<file path="src/ksdt_pkg.sv">
package ksdt_pkg;

    localparam int DEPTH_DEFAULT = 4;
    localparam int VALUE_W       = 32;
    localparam int QUEUE_DEPTH   = 2;

    typedef enum logic [1:0] {
        ST_APPEND  = 2'd0,
        ST_DISCARD = 2'd1,
        ST_DUP     = 2'd2,
        ST_REPLACE = 2'd3
    } t_status;

    // One word as the front hands it to the back.
    typedef struct packed {
        logic               append;
        logic [VALUE_W-1:0] value;
    } t_qword;

    typedef struct packed {
        logic   valid;
        t_qword word;
    } t_qchan;

endpackage

</file>
<file path="src/ksdt_in_if.sv">
interface ksdt_in_if;
    logic                              valid;
    logic                              ready;
    logic signed [ksdt_pkg::VALUE_W-1:0] value;

    modport source (output valid, output value, input ready);
    modport sink   (input valid, input value, output ready);
endinterface

</file>
<file path="src/ksdt_out_if.sv">
interface ksdt_out_if;
    logic                                valid;
    logic                                ready;
    logic [1:0]                          status;
    logic signed [ksdt_pkg::VALUE_W-1:0] evicted_value;

    modport source (output valid, output status, output evicted_value, input ready);
    modport sink   (input valid, input status, input evicted_value, output ready);
endinterface

</file>
<file path="src/ksdt_front.sv">
module ksdt_front #(
    parameter int DEPTH = ksdt_pkg::DEPTH_DEFAULT
) (
    input  logic            i_clk,
    input  logic            i_rst_n,
    ksdt_in_if.sink         i_in,
    output ksdt_pkg::t_qchan o_push,
    input  logic            i_push_ready
);

    localparam int CW = $clog2(DEPTH + 1);

    logic [CW-1:0] r_cnt;
    logic [CW-1:0] n_cnt;
    logic          filling;

    // The first DEPTH words always append; every later word needs a scan.
    assign filling = (r_cnt != CW'(DEPTH));

    assign o_push.valid       = i_in.valid;
    assign o_push.word.append = filling;
    assign o_push.word.value  = i_in.value;
    assign i_in.ready         = i_push_ready;

    always_comb begin
        n_cnt = r_cnt;
        if (i_in.valid && i_push_ready && filling) begin
            n_cnt = r_cnt + CW'(1);
        end
    end

    always_ff @(posedge i_clk) begin
        if (!i_rst_n) begin
            r_cnt <= '0;
        end else begin
            r_cnt <= n_cnt;
        end
    end

endmodule

</file>
<file path="src/ksdt_queue.sv">
module ksdt_queue (
    input  logic             i_clk,
    input  logic             i_rst_n,
    input  ksdt_pkg::t_qchan i_push,
    output logic             o_push_ready,
    output ksdt_pkg::t_qchan o_pop,
    input  logic             i_pop_ready
);

    localparam int PW = $clog2(ksdt_pkg::QUEUE_DEPTH);
    localparam int CW = $clog2(ksdt_pkg::QUEUE_DEPTH + 1);

    ksdt_pkg::t_qword r_slot [ksdt_pkg::QUEUE_DEPTH];
    logic [PW-1:0]    r_wr_ptr;
    logic [PW-1:0]    r_rd_ptr;
    logic [CW-1:0]    r_count;
    logic [PW-1:0]    n_wr_ptr;
    logic [PW-1:0]    n_rd_ptr;
    logic [CW-1:0]    n_count;
    logic             push;
    logic             pop;

    assign o_push_ready = (r_count != CW'(ksdt_pkg::QUEUE_DEPTH));
    assign o_pop.valid  = (r_count != '0);
    assign o_pop.word   = r_slot[r_rd_ptr];

    assign push = i_push.valid && o_push_ready;
    assign pop  = o_pop.valid && i_pop_ready;

    always_comb begin
        n_wr_ptr = push ? r_wr_ptr + PW'(1) : r_wr_ptr;
        n_rd_ptr = pop ? r_rd_ptr + PW'(1) : r_rd_ptr;
        n_count  = r_count;
        if (push && !pop) begin
            n_count = r_count + CW'(1);
        end else if (pop && !push) begin
            n_count = r_count - CW'(1);
        end
    end

    always_ff @(posedge i_clk) begin
        if (!i_rst_n) begin
            r_wr_ptr <= '0;
            r_rd_ptr <= '0;
            r_count  <= '0;
        end else begin
            r_wr_ptr <= n_wr_ptr;
            r_rd_ptr <= n_rd_ptr;
            r_count  <= n_count;
        end
    end

    always_ff @(posedge i_clk) begin
        if (push) begin
            r_slot[r_wr_ptr] <= i_push.word;
        end
    end

endmodule

</file>
<file path="src/ksdt_back.sv">
module ksdt_back #(
    parameter int DEPTH = ksdt_pkg::DEPTH_DEFAULT
) (
    input  logic             i_clk,
    input  logic             i_rst_n,
    input  ksdt_pkg::t_qchan i_q,
    output logic             o_q_ready,
    ksdt_out_if.source       o_out
);

    localparam int IW = (DEPTH > 1) ? $clog2(DEPTH) : 1;
    localparam int VW = ksdt_pkg::VALUE_W;

    typedef enum logic [2:0] {
        S_IDLE = 3'b001,
        S_SCAN = 3'b010,
        S_DEC  = 3'b100
    } t_state;

    logic [VW-1:0]     mem [DEPTH];
    logic [VW-1:0]     r_rd_data;

    t_state            r_state,    n_state;
    logic [IW-1:0]     r_wr_idx,   n_wr_idx;
    logic [IW-1:0]     r_rd_idx,   n_rd_idx;
    logic [IW-1:0]     r_cmp_idx,  n_cmp_idx;
    logic              r_out_valid, n_out_valid;
    logic signed [VW-1:0] r_val,   n_val;
    logic signed [VW-1:0] r_max,   n_max;
    logic [IW-1:0]     r_maxi,     n_maxi;
    logic              r_dup,      n_dup;
    ksdt_pkg::t_status r_status,   n_status;
    logic signed [VW-1:0] r_evicted, n_evicted;

    logic              out_free;
    logic              pop;
    logic              scan_last;
    logic              replace;
    logic [IW-1:0]     rd_addr;
    logic              mem_we;
    logic [IW-1:0]     mem_waddr;
    logic [VW-1:0]     mem_wdata;

    assign out_free  = !r_out_valid || o_out.ready;
    assign pop       = (r_state == S_IDLE) && i_q.valid && out_free;
    assign o_q_ready = pop;
    assign scan_last = (r_cmp_idx == IW'(DEPTH - 1));
    assign replace   = !(r_val > r_max) && !r_dup;
    assign rd_addr   = (r_state == S_IDLE) ? '0 : r_rd_idx;

    always_comb begin
        mem_we    = 1'b0;
        mem_waddr = r_wr_idx;
        mem_wdata = i_q.word.value;
        if (pop && i_q.word.append) begin
            mem_we = 1'b1;
        end else if (r_state == S_DEC && replace) begin
            mem_we    = 1'b1;
            mem_waddr = r_maxi;
            mem_wdata = r_val;
        end
    end

    always_comb begin
        n_state     = r_state;
        n_wr_idx    = r_wr_idx;
        n_rd_idx    = r_rd_idx;
        n_cmp_idx   = r_cmp_idx;
        n_out_valid = r_out_valid && !o_out.ready;
        n_val       = r_val;
        n_max       = r_max;
        n_maxi      = r_maxi;
        n_dup       = r_dup;
        n_status    = r_status;
        n_evicted   = r_evicted;
        case (r_state)
            S_IDLE: begin
                if (pop) begin
                    if (i_q.word.append) begin
                        n_wr_idx    = r_wr_idx + IW'(1);
                        n_out_valid = 1'b1;
                        n_status    = ksdt_pkg::ST_APPEND;
                        n_evicted   = '0;
                    end else begin
                        // Entry 0 is already being read this cycle.
                        n_val     = i_q.word.value;
                        n_rd_idx  = IW'(1);
                        n_cmp_idx = '0;
                        n_state   = S_SCAN;
                    end
                end
            end
            S_SCAN: begin
                // Strict compare keeps the lowest index among tied maxima.
                if (r_cmp_idx == '0 || $signed(r_rd_data) > r_max) begin
                    n_max  = r_rd_data;
                    n_maxi = r_cmp_idx;
                end
                n_dup     = ((r_cmp_idx == '0) ? 1'b0 : r_dup) || (r_rd_data == r_val);
                n_rd_idx  = r_rd_idx + IW'(1);
                n_cmp_idx = r_cmp_idx + IW'(1);
                if (scan_last) begin
                    n_state = S_DEC;
                end
            end
            S_DEC: begin
                n_out_valid = 1'b1;
                n_evicted   = '0;
                if (r_val > r_max) begin
                    n_status = ksdt_pkg::ST_DISCARD;
                end else if (r_dup) begin
                    n_status = ksdt_pkg::ST_DUP;
                end else begin
                    n_status  = ksdt_pkg::ST_REPLACE;
                    n_evicted = r_max;
                end
                n_state = S_IDLE;
            end
            default: begin
                n_state = S_IDLE;
            end
        endcase
    end

    always_ff @(posedge i_clk) begin
        if (!i_rst_n) begin
            r_state     <= S_IDLE;
            r_wr_idx    <= '0;
            r_rd_idx    <= '0;
            r_cmp_idx   <= '0;
            r_out_valid <= 1'b0;
        end else begin
            r_state     <= n_state;
            r_wr_idx    <= n_wr_idx;
            r_rd_idx    <= n_rd_idx;
            r_cmp_idx   <= n_cmp_idx;
            r_out_valid <= n_out_valid;
        end
    end

    always_ff @(posedge i_clk) begin
        r_val     <= n_val;
        r_max     <= n_max;
        r_maxi    <= n_maxi;
        r_dup     <= n_dup;
        r_status  <= n_status;
        r_evicted <= n_evicted;
    end

    always_ff @(posedge i_clk) begin
        if (mem_we) begin
            mem[mem_waddr] <= mem_wdata;
        end
        r_rd_data <= mem[rd_addr];
    end

    assign o_out.valid         = r_out_valid;
    assign o_out.status        = r_status;
    assign o_out.evicted_value = r_evicted;

    a_pop_needs_slot: assert property (@(posedge i_clk) disable iff (!i_rst_n)
        pop |-> out_free)
        else $error("word popped while result slot busy");

    a_dec_gives_result: assert property (@(posedge i_clk) disable iff (!i_rst_n)
        (r_state == S_DEC) |=> (r_out_valid && r_state == S_IDLE))
        else $error("decision did not produce a result");

    a_scan_ends: assert property (@(posedge i_clk) disable iff (!i_rst_n)
        (r_state == S_SCAN && scan_last) |=> (r_state == S_DEC))
        else $error("scan ran past last entry");

    a_scan_from_idle: assert property (@(posedge i_clk) disable iff (!i_rst_n)
        $rose(r_state == S_SCAN) |-> ($past(pop) && r_cmp_idx == '0))
        else $error("scan started without a popped word");

endmodule

</file>
<file path="src/k_smallest_distinct_tracker.sv">
// A word passes the queue slot and result register; once the store is
// full it also passes the scan (one store entry per cycle, single read
// port) and the decision state. One word per cycle while filling, unless
// the output stalls; once full, the next word waits for the decision.
// A 2-word queue keeps accepting while a result waits on the output.
// Reset (synchronous, active low) empties the store and the queue.
module k_smallest_distinct_tracker #(
    parameter int DEPTH = ksdt_pkg::DEPTH_DEFAULT
) (
    input  logic        i_clk,
    input  logic        i_rst_n,
    ksdt_in_if.sink     i_in,
    ksdt_out_if.source  o_out
);

    ksdt_pkg::t_qchan push;
    ksdt_pkg::t_qchan pop;
    logic             push_ready;
    logic             pop_ready;

    ksdt_front #(.DEPTH(DEPTH)) u_front (
        .i_clk        (i_clk),
        .i_rst_n      (i_rst_n),
        .i_in         (i_in),
        .o_push       (push),
        .i_push_ready (push_ready)
    );

    ksdt_queue u_queue (
        .i_clk        (i_clk),
        .i_rst_n      (i_rst_n),
        .i_push       (push),
        .o_push_ready (push_ready),
        .o_pop        (pop),
        .i_pop_ready  (pop_ready)
    );

    ksdt_back #(.DEPTH(DEPTH)) u_back (
        .i_clk     (i_clk),
        .i_rst_n   (i_rst_n),
        .i_q       (pop),
        .o_q_ready (pop_ready),
        .o_out     (o_out)
    );

endmodule
</file>
<file path="src/flat_wrapper.sv">
// flat-port wrapper written by rule: the top's interface ports become plain ports
module k_smallest_distinct_tracker_flat 
#(
    parameter int DEPTH = ksdt_pkg::DEPTH_DEFAULT
)
  (i_clk, i_rst_n, i_in_valid, i_in_value, i_in_ready, o_out_valid, o_out_status, o_out_evicted_value, o_out_ready);
  ksdt_in_if i_in_i ();
  ksdt_out_if o_out_i ();
  input  logic i_clk;
  input  logic i_rst_n;
  input wire logic [$bits(i_in_i.valid)-1:0] i_in_valid;
  input wire logic [$bits(i_in_i.value)-1:0] i_in_value;
  output wire logic [$bits(i_in_i.ready)-1:0] i_in_ready;
  output wire logic [$bits(o_out_i.valid)-1:0] o_out_valid;
  output wire logic [$bits(o_out_i.status)-1:0] o_out_status;
  output wire logic [$bits(o_out_i.evicted_value)-1:0] o_out_evicted_value;
  input wire logic [$bits(o_out_i.ready)-1:0] o_out_ready;
  assign i_in_i.valid = i_in_valid;
  assign i_in_i.value = i_in_value;
  assign i_in_ready = i_in_i.ready;
  assign o_out_valid = o_out_i.valid;
  assign o_out_status = o_out_i.status;
  assign o_out_evicted_value = o_out_i.evicted_value;
  assign o_out_i.ready = o_out_ready;
  k_smallest_distinct_tracker #(.DEPTH(DEPTH)) u_core (.i_clk(i_clk), .i_rst_n(i_rst_n), .i_in(i_in_i), .o_out(o_out_i));
endmodule
</file>
<file path="config.mk">
export PLATFORM = sky130hd
export DESIGN_NAME = k_smallest_distinct_tracker_flat
export DESIGN_NICKNAME = d
export VERILOG_FILES = /design/src/ksdt_pkg.sv /design/src/ksdt_in_if.sv /design/src/ksdt_out_if.sv /design/src/ksdt_front.sv /design/src/ksdt_queue.sv /design/src/ksdt_back.sv /design/src/k_smallest_distinct_tracker.sv /design/src/flat_wrapper.sv
export SDC_FILE = /design/constraint.sdc
export NUM_CORES = 1
export LEC_CHECK = 0
export BUFFER_PORTS_ARGS = -buffer_cell sky130_fd_sc_hd__buf_2
export CAP_MARGIN = 20
export CORE_ASPECT_RATIO = 2
export CORE_UTILIZATION = 61
export DETAILED_ROUTE_END_ITERATION = 8
export GPL_TIMING_DRIVEN = 0
export PLACE_DENSITY = 0.82
export SLEW_MARGIN = 10
export SYNTH_ARGS = -nofsm -noshare
export SYNTH_HDL_FRONTEND = slang
export SYNTH_SLANG_ARGS = --single-unit
</file>
<file path="constraint.sdc">
create_clock -name i_clk -period 4.8 [get_ports i_clk]
set_input_delay 0.48 -clock i_clk [delete_from_list [all_inputs] [get_ports i_clk]]
set_output_delay 0.48 -clock i_clk [all_outputs]
set_load 0.02 [all_outputs]
</file>
==> out/qor.yml, run 1 <==
global_route:
  antenna_found_initial: 0
  gr-usage-met3: 0.0362
  track_usage: 0.263
  grt_remaining_overflow: 0
  grt_start_max_net_pins: 35
  first_global_vias: 9255
  grtUsageMet2: 0.473
  wire_length_of_the_first_global_routing_pass_mm: 48.8
  grt-busiest-layer: "met2"
  use_met1: 0.285
synth:
  post_synthesis_instance_total: 1044
  syn_area_um2: 14600
  post_synthesis_mean_instance_area_um2: 14.0
  yosysTopAreaCellShare: 0.607
  synth_unique_cells: 50
  post_synth_main_area_contributors: "sky130_fd_sc_hd__edfxtp_1 61%, sky130_fd_sc_hd__dfxtp_1 6.9%, sky130_fd_sc_hd__ha_1 5.9%"
  synth-edff-count: 295
  syn_nets: 1149
  postSynth.topFlopCell: "sky130_fd_sc_hd__edfxtp_1"
  yosysWarningCount: 0
  synth-seq-cells: 345
  synth_largest_area_cell: "sky130_fd_sc_hd__edfxtp_1"
  synth_seq_area_share: 0.675
  synth-async-reset-ratio: 0
drt:
  drcViolationCount: 7
  post_drt_wl_per_cell_um: 21.5
  vias: 8836
  drtIter0Drc: 786
  drt_pre_antenna_iters: 7
  drt_wl_total_mm: 31.3
  drtAntennaViolNets: 0
  avgViaCountPerCell: 6.07
clocking:
  cts_tree: "yes"
  cts_repair_resize_count: 0
  postCtsSetupBuffers: 0
  clock-sinks: 345
  clock_insertion_delay_worst_skew_ns: 0.56
  root_buffer: "sky130_fd_sc_hd__clkbuf_16"
  h-tree-depth: 1
  cts_max_path_buffers: 3
  cts_hold_buffers: 0
  clk_pin_slew_worst_paths_ns: 0.07
  numCtsBuffers: 28
floorplan:
  i_o_pins: 72
  row_cnt: 79
  core-area_um2: 23400
  die_height_um: 221
  floorplan.die_area_um2: 24600
  die_w_um: 111
  initial_utilization: 0.623
setup_path:
  cp_required_ns: 5.06
  cp_max_fo: 21
  worst_ep_arrival_time_ns: 4.36
  r2r.worst_path.cells: 10
  reg2reg_setup_slack_ns: 0.69
  timing_worst_setup_path_type: "reg2reg"
  critPathCaptureType: "flop"
  critPathLaunchType: "flop"
  crit-reg2reg-launch: "u_core.u_back.r_val[7]"
  r2r_end: "u_core.u_back.mem[0][12]"
place:
  dpl-instance-area_um2: 15500
  detailedPlace.worstSlack_ns: 0.792
  routabilityCongestion: 0.893
  hpwl_mm: 22.2
  number_of_port_buffers: 71
timing:
  worst_clock_skew_ns: 0.0127
  drv_slew: 0
  postLayoutSetupSlackWorst_ns: 0.693
  post-route-period-util: 0.856
  period_minus_slack_ns: 4.11
  fmax_mhz: 244
  worst_slew_margin_rel: 0.429
  report.final.hold_viol_count: 0
  rsz0062_at_grt: "false"
  final-setup-viol-count: 0
  worst_slew_pin_slew_ns: 0.854
power:
  seqPwrFrac: 0.506
  power_report.internal_total_w: 0.00618
  switching_share: 0.280
  totalPowerFinal_w: 0.00859
  share_comb_of_total_power: 0.213
  switching_power_w: 0.00241
  cellLeakagePower_nw: 6.12
  pwr_density_cell_nw_per_um2: 522
  clock_power_share: 0.281
  ir_worst_vdd_mv: 0.404
layout:
  area.sequential_um2: 9860
  postLayoutCellArea_um2: 16500
  share_of_post_route_cells_with_drive_strength_above_1: 0.186
  area_growth_pct: 12.8
  insertedDiodeCount: 0
  nFillCells: 1532
  design.final.nets: 1257
  combined_area_of_the_multi_input_logic_cells_um2: 4400
min_path:
  worstHoldEndpoint: "u_core.u_queue.r_slot[1][23]"
  holdCritStartpoint: "i_in_value[23]"
  worst_hold_path.num_cells: 1
  hold_class: "in2reg"
outcome:
  failed_checks: "design-rule violations"
  run_status: "finished, violations left"
flow_run:
  max_cap_violations: 0
-- critical path, stage by stage (launching register included) --
cell and delay, ns:
sky130_fd_sc_hd__edfxtp_1 0.49, sky130_fd_sc_hd__ha_1 0.38, sky130_fd_sc_hd__a21oi_1 0.13, sky130_fd_sc_hd__o21ai_0 0.10, sky130_fd_sc_hd__a221oi_1 0.45, sky130_fd_sc_hd__o211ai_1 0.26
sky130_fd_sc_hd__a21o_1 0.25, sky130_fd_sc_hd__a211oi_4 0.74, sky130_fd_sc_hd__buf_6 0.27, sky130_fd_sc_hd__a32o_2 0.46, sky130_fd_sc_hd__buf_12 0.24
-- per-layer routing --
| layer | wire, um | part of all wire |
|---|---|---|
| met5 | 0 | 0 |
| met4 | 2030 | 0.065 |
| met3 | 1770 | 0.057 |
| met2 | 16500 | 0.53 |
| met1 | 11100 | 0.35 |
-- worst max path at each step --
stage	endpoint	start	cells after the start
2_1_floorplan	u_core.u_back.o_out.evicted_value[0]	u_core.u_back.r_state[2]	5
3_3_place_gp	u_core.u_back.o_out.evicted_value[10]	u_core.u_back.r_state[2]	5
3_5_place_dp	u_core.u_back.mem[0][10]	u_core.u_back.r_val[9]	10
4_1_cts	u_core.u_back.mem[1][13]	u_core.u_back.r_val[7]	10
5_1_grt	u_core.u_back.mem[0][12]	u_core.u_back.r_val[7]	10
6_report	u_core.u_back.mem[0][12]	u_core.u_back.r_val[7]	10
-- cells in the mapped netlist, drive strengths merged (2+ instances only) --
cell type / instances
xnor2: 5
nor4: 11
a221oi: 3
o21ai: 16
nor3: 35
nand4: 13
o21a: 4
o221a: 32
nor2: 72
or4: 2
o31ai: 2
and2: 12
nand3: 39
clkbuf: 37
and3: 2
a32o: 4
mux2: 64
xor2: 33
nor3b: 4
dfxtp: 50
a21oi: 56
nor2b: 12
nand2: 82
inv: 47
edfxtp: 295
or3: 3
o211ai: 4
nand2b: 3
a21o: 5
buf: 9
and4: 2
ha: 69
a21boi: 3
a211oi: 3
-- power by group through the flow --
stage / logic [W] / clock network, W / registers [W]
6_report: 0.00183 / 0.00241 / 0.00435
4_1_cts: 0.00183 / 0.00244 / 0.00434
3_3_place_gp: 0.00164 / 0 / 0.00440
2_1_floorplan: 0.00102 / 0 / 0.00452
3_5_place_dp: 0.00181 / 0 / 0.00440
5_1_grt: 0.00198 / 0.00254 / 0.00440
-- kinds of logic after synthesis --
kind of cell / Yosys count / synth area share
adders and majority gates: 69 / 0.0591
buffers and inverters: 93 / 0.0254
and+or+nand+nor: 296 / 0.0957
xor gates and xnor gates: 38 / 0.0228
muxes: 65 / 0.0523
AOI/OAI and AO/OA: 138 / 0.0695
DFF: 345 / 0.675
-- layout make-up --
type / instances / area share
well taps: 283 / 0.0215
repair buffers: 78 / 0.0310
multi-input cells: 606 / 0.267
plain buffers: 46 / 0.0119
clock inverters: 21 / 0.0148
flip-flops and latches: 345 / 0.599
clock buffers: 30 / 0.0443
inverters: 47 / 0.0107
-- metrics by stage --
step	setup TNS, ns	hold WS, ns	cells	util
floorplan	0	0.434	1044	-
global placement	-41.02	0.453	1398	0.654
detailed placement	0	0.471	1405	0.661
CTS	0	0.0896	1456	0.703
global route	0	0.0960	1456	0.703
finish	0	0.106	1456	0.703
-- flip-flops by register name, indices dropped and copies added (netlist names), named ones only --
signal and cells:
u_core.u_back.mem 128, u_core.u_queue.r_slot 66, u_core.u_back.o_out.evicted_value 32, u_core.u_back.r_max 32, u_core.u_back.r_rd_data 32, u_core.u_back.r_val 32, u_core.u_back.r_state 3, u_core.u_front.r_cnt 3
u_core.u_back.o_out.status 2, u_core.u_back.r_cmp_idx 2, u_core.u_back.r_maxi 2, u_core.u_back.r_rd_idx 2, u_core.u_back.r_wr_idx 2, u_core.u_queue.r_count 2, u_core.u_back.o_out.valid 1, u_core.u_back.r_dup 1
u_core.u_queue.r_rd_ptr 1, u_core.u_queue.r_wr_ptr 1
-- cells in the final DEF, fill, tap and decap left out, types with 5 or more instances in the layout --
cell type,netlist,final
sky130_fd_sc_hd__a21oi_1,56,56
sky130_fd_sc_hd__edfxtp_1,295,295
sky130_fd_sc_hd__inv_1,47,47
sky130_fd_sc_hd__xnor2_1,5,5
sky130_fd_sc_hd__bufinv_16,0,5
sky130_fd_sc_hd__mux2_2,39,39
sky130_fd_sc_hd__ha_1,69,69
sky130_fd_sc_hd__dfxtp_1,50,50
sky130_fd_sc_hd__nor4_1,11,11
sky130_fd_sc_hd__buf_1,6,6
sky130_fd_sc_hd__clkbuf_1,37,37
sky130_fd_sc_hd__a21o_1,5,5
sky130_fd_sc_hd__nor2b_1,12,11
sky130_fd_sc_hd__clkinv_2,0,6
sky130_fd_sc_hd__and2_1,12,12
sky130_fd_sc_hd__clkbuf_16,0,29
sky130_fd_sc_hd__nand2_1,82,82
sky130_fd_sc_hd__o221a_2,32,32
sky130_fd_sc_hd__nand3_1,39,39
sky130_fd_sc_hd__xor2_1,33,33
sky130_fd_sc_hd__nor3_1,35,35
sky130_fd_sc_hd__nand4_1,13,13
sky130_fd_sc_hd__mux2_1,16,16
sky130_fd_sc_hd__buf_2,0,71
sky130_fd_sc_hd__o21ai_0,15,14
sky130_fd_sc_hd__mux2_4,9,9
sky130_fd_sc_hd__buf_12,0,5
sky130_fd_sc_hd__nor2_1,72,72
Note: power is estimated with default switching activity, not from simulation.
==> inputs of run 2 (changes only) <==
- ABC_AREA: default -> 1
==> out/qor.yml, run 2 <==
clocking:
  clock_insertion_delay_worst_skew_ns: 0.55  # about the same
  cts_repair_resize_count: 0  # unchanged
  root_buffer: "sky130_fd_sc_hd__clkbuf_16"
  cts_max_path_buffers: 3  # unchanged
  clock-sinks: 345  # unchanged
  h-tree-depth: 1  # unchanged
  clk_pin_slew_worst_paths_ns: 0.06  # about the same
  cts_hold_buffers: 0  # unchanged
  numCtsBuffers: 27  # -3.6%
  postCtsSetupBuffers: 0  # unchanged
  cts_tree: "yes"
floorplan:
  floorplan.die_area_um2: 24400  # -0.75%
  die_height_um: 220  # -0.38%
  die_w_um: 111  # -0.37%
  i_o_pins: 72  # unchanged
  core-area_um2: 23300  # -0.42%
  initial_utilization: 0.621  # -0.00208
  row_cnt: 79  # unchanged
timing:
  period_minus_slack_ns: 3.59  # -0.521 ns
  rsz0062_at_grt: "false"
  fmax_mhz: 279  # +15%
  fin_worst_hold_slack_ns: 0.120  # +0.0135 ns
  worst_slew_margin_rel: 0.433  # +0.00449
  drv_slew: 0  # unchanged
  post-route-period-util: 0.747  # -0.109
  report.final.hold_viol_count: 0  # unchanged
  worst_clock_skew_ns: 0.0170  # +0.00435 ns
  worst_slew_pin_slew_ns: 0.849  # -0.00523 ns
  final-setup-viol-count: 0  # unchanged
synth:
  synth-seq-cells: 345  # unchanged
  synth_largest_area_cell: "sky130_fd_sc_hd__edfxtp_1"
  yosysTopAreaCellShare: 0.611  # +0.00461
  synth_seq_area_share: 0.680  # +0.00513
  synthTopCellsByCount: "295 x sky130_fd_sc_hd__edfxtp_1, 116 x sky130_fd_sc_hd__nor2_1, 114 x sky130_fd_sc_hd__nand2_1"
  synth-async-reset-ratio: 0  # unchanged
  postSynth.topFlopCell: "sky130_fd_sc_hd__edfxtp_1"
  post_synthesis_mean_instance_area_um2: 13.0  # -6.7%
  synth-edff-count: 295  # unchanged
  synth_unique_cells: 37  # -26%
  yosysWarningCount: 0  # unchanged
  syn_area_um2: 14500  # -0.75%
  post_synthesis_instance_total: 1111  # +6.4%
  yosys.cell_count.top_type: "sky130_fd_sc_hd__edfxtp_1"
  syn_nets: 1216  # +5.8%
  post_synth_main_area_contributors: "sky130_fd_sc_hd__edfxtp_1 61%, sky130_fd_sc_hd__dfxtp_1 6.9%, sky130_fd_sc_hd__ha_1 6.0%"
layout:
  final_cell_mix: "295 x sky130_fd_sc_hd__edfxtp_1, 113 x sky130_fd_sc_hd__nand2_1, 110 x sky130_fd_sc_hd__nor2_1"
  combined_area_of_the_multi_input_logic_cells_um2: 4080  # -7.3%
  area.sequential_um2: 9860  # unchanged
  most_frequent_standard_cell_in_the_layout_excluding_fill_and_tap_cells: "sky130_fd_sc_hd__edfxtp_1"
  area_growth_pct: 12.6
  design.final.nets: 1324  # +5.3%
  nFillCells: 1596  # +4.2%
  fin_cells: 1522  # +4.5%
  fin_util: 0.699  # -0.00367
  largest-register: "u_core.u_back.mem"
  insertedDiodeCount: 0  # unchanged
  share_of_post_route_cells_with_drive_strength_above_1: 0.202  # +0.0159
  largest_reg_flops: 128  # unchanged
  layout_top_registers: "u_core.u_back.mem (128), u_core.u_queue.r_slot (66)"
drt:
  drtIter0Drc: 707  # -10%
  post_drt_wl_per_cell_um: 19.7  # -8.3%
  drt_wl_total_mm: 30.0  # -4.1%
  vias: 8850  # +0.16%
  drtAntennaViolNets: 0  # unchanged
  drcViolationCount: 14  # +7
  avgViaCountPerCell: 5.81  # -4.2%
  drt_pre_antenna_iters: 7  # unchanged
global_route:
  wire_length_of_the_first_global_routing_pass_mm: 46.7  # -4.3%
  first_global_vias: 8837  # -4.5%
  grt_remaining_overflow: 0  # unchanged
  antenna_found_initial: 0  # unchanged
  track_usage: 0.255  # -0.00815
  grt_start_max_net_pins: 34  # -2.9%
power:
  power_report.internal_total_w: 0.00599  # -3.1%
  seqPwrFrac: 0.517  # +0.011
  cellLeakagePower_nw: 6.22  # +1.7%
  share_comb_of_total_power: 0.226  # +0.013
  pwr_density_cell_nw_per_um2: 519  # -0.55%
  switching_power_w: 0.00247  # +2.7%
  ir_worst_vdd_mv: 0.505  # +25%
  clock_power_share: 0.257  # -0.024
  switching_share: 0.292  # +0.0119
flow_run:
  max_cap_violations: 0  # unchanged
outcome:
  failed_checks: "design-rule violations"
  run_status: "finished, violations left"
place:
  number_of_port_buffers: 71  # unchanged
  routabilityCongestion: 0.883  # -1.2%
  dpl.cell_count: 1473  # +4.8%
  hpwl_mm: 21.7  # -2.5%
setup_path:
  reg2reg_setup_slack_ns: 1.21  # +0.52 ns
  cp_max_fo: 17  # -19%
  critPathLaunchType: "flop"
  cp_required_ns: 5.05  # about the same
  worst_ep_arrival_time_ns: 3.84  # -0.52 ns
  critPathCaptureType: "flop"
  timing_worst_setup_path_type: "reg2reg"
min_path:
  hold_class: "in2reg"
run 2: changes by cell type after synthesis, moves of 30 or more:
cell	before	now
sky130_fd_sc_hd__inv_1	47	108
sky130_fd_sc_hd__nand2_1	82	114
sky130_fd_sc_hd__nor2_1	72	116
sky130_fd_sc_hd__nor3_1	35	5
sky130_fd_sc_hd__o211ai_1	4	35
sky130_fd_sc_hd__o221a_2	32	0
sky130_fd_sc_hd__o31ai_1	2	32
sky130_fd_sc_hd__or2_2	0	37
sky130_fd_sc_hd__xor2_1	33	3
run 2: layer usage:
layer | track usage | part of all wire | vias up
met1 | 0.279 | 0.36 | 4270
li1 | - | - | 4157
met4 | 0.142 | 0.049 | 0
met2 | 0.482 | 0.55 | 343
met5 | 0 | 0 | -
met3 | 0.0217 | 0.048 | 80
run 2: cell type report:
type | count | share of cell area
well taps | 283 | 0.0217
repair buffers | 79 | 0.0339
plain buffers | 35 | 0.0123
clock buffers | 37 | 0.0456
inverters | 110 | 0.0253
flip-flops and latches | 345 | 0.604
multi-input cells | 621 | 0.250
clock inverters | 12 | 0.00683
run 2: power groups by stage:
stage               clock network [W]  logic, W  registers (W)
finish                        0.00218   0.00191        0.00437
global route                  0.00230   0.00207        0.00443
CTS                           0.00219   0.00192        0.00437
detailed placement                  0   0.00189        0.00443
global placement                    0   0.00169        0.00445
floorplan                           0   0.00107        0.00452
run 2: final timing paths:
path / startpoint / to / cells after the start
setup / recovery: u_core.u_back.r_val[27] / u_core.u_back.mem[2][26] / 14
hold / removal: i_in_value[27] / u_core.u_queue.r_slot[0][27] / 1
setup reg to reg: u_core.u_back.r_val[27] / u_core.u_back.mem[2][26] / 14
hold reg to reg: u_core.u_back.r_rd_data[0] / u_core.u_back.r_max[0] / 0
run 2: critical path, stage by stage (launching register included):
cell                       delay (ns)
sky130_fd_sc_hd__edfxtp_1        0.46
sky130_fd_sc_hd__ha_1            0.34
sky130_fd_sc_hd__a21oi_1         0.15
sky130_fd_sc_hd__o21ai_0         0.13
sky130_fd_sc_hd__nand2_1         0.08
sky130_fd_sc_hd__nand2_1         0.06
sky130_fd_sc_hd__a21oi_1         0.30
sky130_fd_sc_hd__nand3_1         0.17
sky130_fd_sc_hd__nand3_2         0.19
sky130_fd_sc_hd__nand3_4         0.12
sky130_fd_sc_hd__buf_6           0.19
sky130_fd_sc_hd__nand2_1         0.09
sky130_fd_sc_hd__nand3_1         0.18
sky130_fd_sc_hd__nor2_4          0.57
sky130_fd_sc_hd__buf_16          0.24
run 2: cell families after synthesis:
family	Yosys count	share of synthesized area
compound gates	171	0.0780
xor+xnor	25	0.0151
fa+ha+maj	69	0.0596
buf+inv	145	0.0424
flops	345	0.680
mux	33	0.0256
simple gates	323	0.0991
run 2: stage by stage:
step	setup WS, ns	power (W)	TNS (ns)	cell area (um2)
after floorplan	1.22	0.00560	0	14500
after global placement	-0.318	0.00614	-40.43	15200
after detailed placement	1.28	0.00633	0	15500
after CTS	1.25	0.00848	0	16300
after global routing	1.02	0.00880	0	16300
final	1.21	0.00846	0	16300
==> inputs of run 3 (changes only) <==
- clock period: 4.8 -> 3.55 ns (I/O delays scaled with it)
==> out/qor.yml, run 3 (synthesis results as in run 2) <==
layout:
  most_frequent_standard_cell_in_the_layout_excluding_fill_and_tap_cells: "sky130_fd_sc_hd__edfxtp_1"
  postLayoutCellArea_um2: 16700  # +2.2%
  final_cell_mix: "295 x sky130_fd_sc_hd__edfxtp_1, 113 x sky130_fd_sc_hd__nand2_1, 110 x sky130_fd_sc_hd__nor2_1"
  area_growth_pct: 15.0
  nFillCells: 1549  # -2.9%
  largest-register: "u_core.u_back.mem"
  largest_reg_flops: 128  # unchanged
  layout_top_registers: "u_core.u_back.mem (128), u_core.u_queue.r_slot (66)"
  design.final.nets: 1359  # +2.6%
  insertedDiodeCount: 0  # unchanged
  fin_cells: 1557  # +2.3%
  fin_util: 0.714  # +0.0151
  share_of_post_route_cells_with_drive_strength_above_1: 0.203  # +0.00152
clocking:
  cts_tree: "yes"
  clock_insertion_delay_worst_skew_ns: 0.55  # about the same
  h-tree-depth: 1  # unchanged
  cts_max_path_buffers: 3  # unchanged
  numCtsBuffers: 27  # unchanged
  root_buffer: "sky130_fd_sc_hd__clkbuf_16"
  clk_pin_slew_worst_paths_ns: 0.07  # about the same
  clock-sinks: 345  # unchanged
power:
  switching_share: 0.294  # +0.00174
  seqPwrFrac: 0.511  # -0.006
  ir_worst_vdd_mv: 0.746  # +48%
  pwr_density_cell_nw_per_um2: 694  # +34%
  switching_power_w: 0.00340  # +38%
  cellLeakagePower_nw: 6.38  # +2.6%
  share_comb_of_total_power: 0.233  # +0.007
  clock_power_share: 0.256  # about the same
  power_report.internal_total_w: 0.00817  # +36%
place:
  dpl-instance-area_um2: 15500  # unchanged
  hpwl_mm: 21.7  # unchanged
  detailedPlace.worstSlack_ns: 0.0276  # -1.25 ns
  routabilityCongestion: 0.883  # unchanged
  number_of_port_buffers: 71  # unchanged
  dpl.cell_count: 1473  # unchanged
timing:
  fmax_mhz: 300  # +7.4%
  worst_clock_skew_ns: 0.0137  # -0.00335 ns
  final-setup-viol-count: 0  # unchanged
  drv_slew: 0  # unchanged
  worst_slew_pin_slew_ns: 0.851  # +0.00188 ns
  fin_worst_hold_slack_ns: 0.00300  # -0.117 ns
  worst_slew_margin_rel: 0.432  # -0.00126
  rsz0062_at_grt: "false"
  post-route-period-util: 0.941  # +0.194
  report.final.hold_viol_count: 0  # unchanged
  period_minus_slack_ns: 3.34  # -0.246 ns
  postLayoutSetupSlackWorst_ns: 0.211  # -1.00 ns
outcome:
  run_status: "finished, violations left"
  failed_checks: "design-rule violations"
global_route:
  track_usage: 0.257  # +0.00239
  wire_length_of_the_first_global_routing_pass_mm: 47.1  # +0.96%
  grt_start_max_net_pins: 34  # unchanged
  antenna_found_initial: 0  # unchanged
  first_global_vias: 8940  # +1.2%
  grt_remaining_overflow: 0  # unchanged
drt:
  vias: 9018  # +1.9%
  drtIter0Drc: 754  # +6.6%
  avgViaCountPerCell: 5.79  # -0.39%
  drt_wl_total_mm: 31.0  # +3.1%
  drcViolationCount: 14  # unchanged
  post_drt_wl_per_cell_um: 19.9  # +0.81%
  drtAntennaViolNets: 0  # unchanged
  drt_pre_antenna_iters: 7  # unchanged
setup_path:
  critPathCaptureType: "flop"
  r2r_end: "u_core.u_back.r_max[27]"
  r2r.worst_path.cells: 11  # -3
  reg2reg_setup_slack_ns: 0.21  # -1.00 ns
  timing_worst_setup_path_type: "reg2reg"
  worstSetupStartpoint: "u_core.u_back.r_max[31]"
  cp_required_ns: 3.81  # -1.24 ns
  cp_max_fo: 20  # +3
  worst_ep_arrival_time_ns: 3.60  # -0.24 ns
  critPathLaunchType: "flop"
  crit-reg2reg-launch: "u_core.u_back.r_max[31]"
  cp-endpoint: "u_core.u_back.r_max[27]"
floorplan:
  core-area_um2: 23300  # unchanged
  die_height_um: 220  # unchanged
  floorplan.die_area_um2: 24400  # unchanged
  row_cnt: 79  # unchanged
  die_w_um: 111  # unchanged
  i_o_pins: 72  # unchanged
  initial_utilization: 0.621  # unchanged
min_path:
  hold_class: "in2reg"
  holdCritStartpoint: "i_in_value[10]"
flow_run:
  max_cap_violations: 0  # unchanged
-- run 3: power groups by stage --
stage	Sequential (W)	Combinational, W	Clock, W
2_1_floorplan	0.00611	0.00145	0
3_3_place_gp	0.00601	0.00229	0
3_5_place_dp	0.00599	0.00256	0
4_1_cts	0.00591	0.00261	0.00296
5_1_grt	0.00599	0.00291	0.00312
6_report	0.00591	0.00270	0.00296
-- run 3: layout make-up --
cell class	count	area, um2	share of cell area
Buffer	35	201	0.0121
Clock buffer	37	743	0.0446
Clock inverter	12	111	0.00668
Inverter	110	413	0.0248
Multi-Input combinational cell	621	4080	0.245
Sequential cell	345	9860	0.592
Tap cell	283	354	0.0212
Timing Repair Buffer	114	906	0.0544
-- run 3: worst min-delay path by stage --
stage,slack [ns],endpoint,depth (start not counted)
2_1_floorplan,0.41,u_core.u_back.r_max[0],0
3_3_place_gp,0.44,u_core.u_back.r_rd_idx[1],1
3_5_place_dp,0.44,u_core.u_back.r_max[0],0
4_1_cts,0.0006,u_core.u_queue.r_slot[1][0],1
5_1_grt,-0.006,u_core.u_queue.r_slot[1][10],1
6_report,0.003,u_core.u_queue.r_slot[0][10],1
-- run 3: metal layers --
| layer | track usage | up-vias | wire (um) |
|---|---|---|---|
| met2 | 0.488 | 379 | 17000 |
| met5 | 0 | - | 0 |
| met3 | 0.0217 | 75 | 1590 |
| met4 | 0.142 | 0 | 1420 |
| li1 | - | 4228 | - |
| met1 | 0.281 | 4336 | 11000 |
-- run 3: what timing repair did --
action | CTS | global route
hold buffers | 26 | 0
resized for setup | 0 | 0
setup buffers | 0 | 9
endpoints found under the hold margin | 52 | 0
setup endpoints to repair | 0 | 115
-- run 3: stage by stage --
stage | power [W] | TNS, ns
detailed placement | 0.00855 | 0
finish | 0.0116 | 0
CTS | 0.0115 | 0
floorplan | 0.00757 | -3.86
global placement | 0.00830 | -242.93
global route | 0.0120 | 0
-- run 3: critical path, cell delays in order (launching register included) --
cell and delay (ns):
sky130_fd_sc_hd__edfxtp_1 0.33, sky130_fd_sc_hd__inv_1 0.07, sky130_fd_sc_hd__ha_1 0.42, sky130_fd_sc_hd__nand4_1 0.11, sky130_fd_sc_hd__inv_1 0.09, sky130_fd_sc_hd__nand2_1 0.11, sky130_fd_sc_hd__nor4_1 0.59, sky130_fd_sc_hd__nand2_1 0.16
sky130_fd_sc_hd__nand3_1 0.10, sky130_fd_sc_hd__nand3_1 0.20, sky130_fd_sc_hd__a21oi_4 0.60, sky130_fd_sc_hd__buf_16 0.24
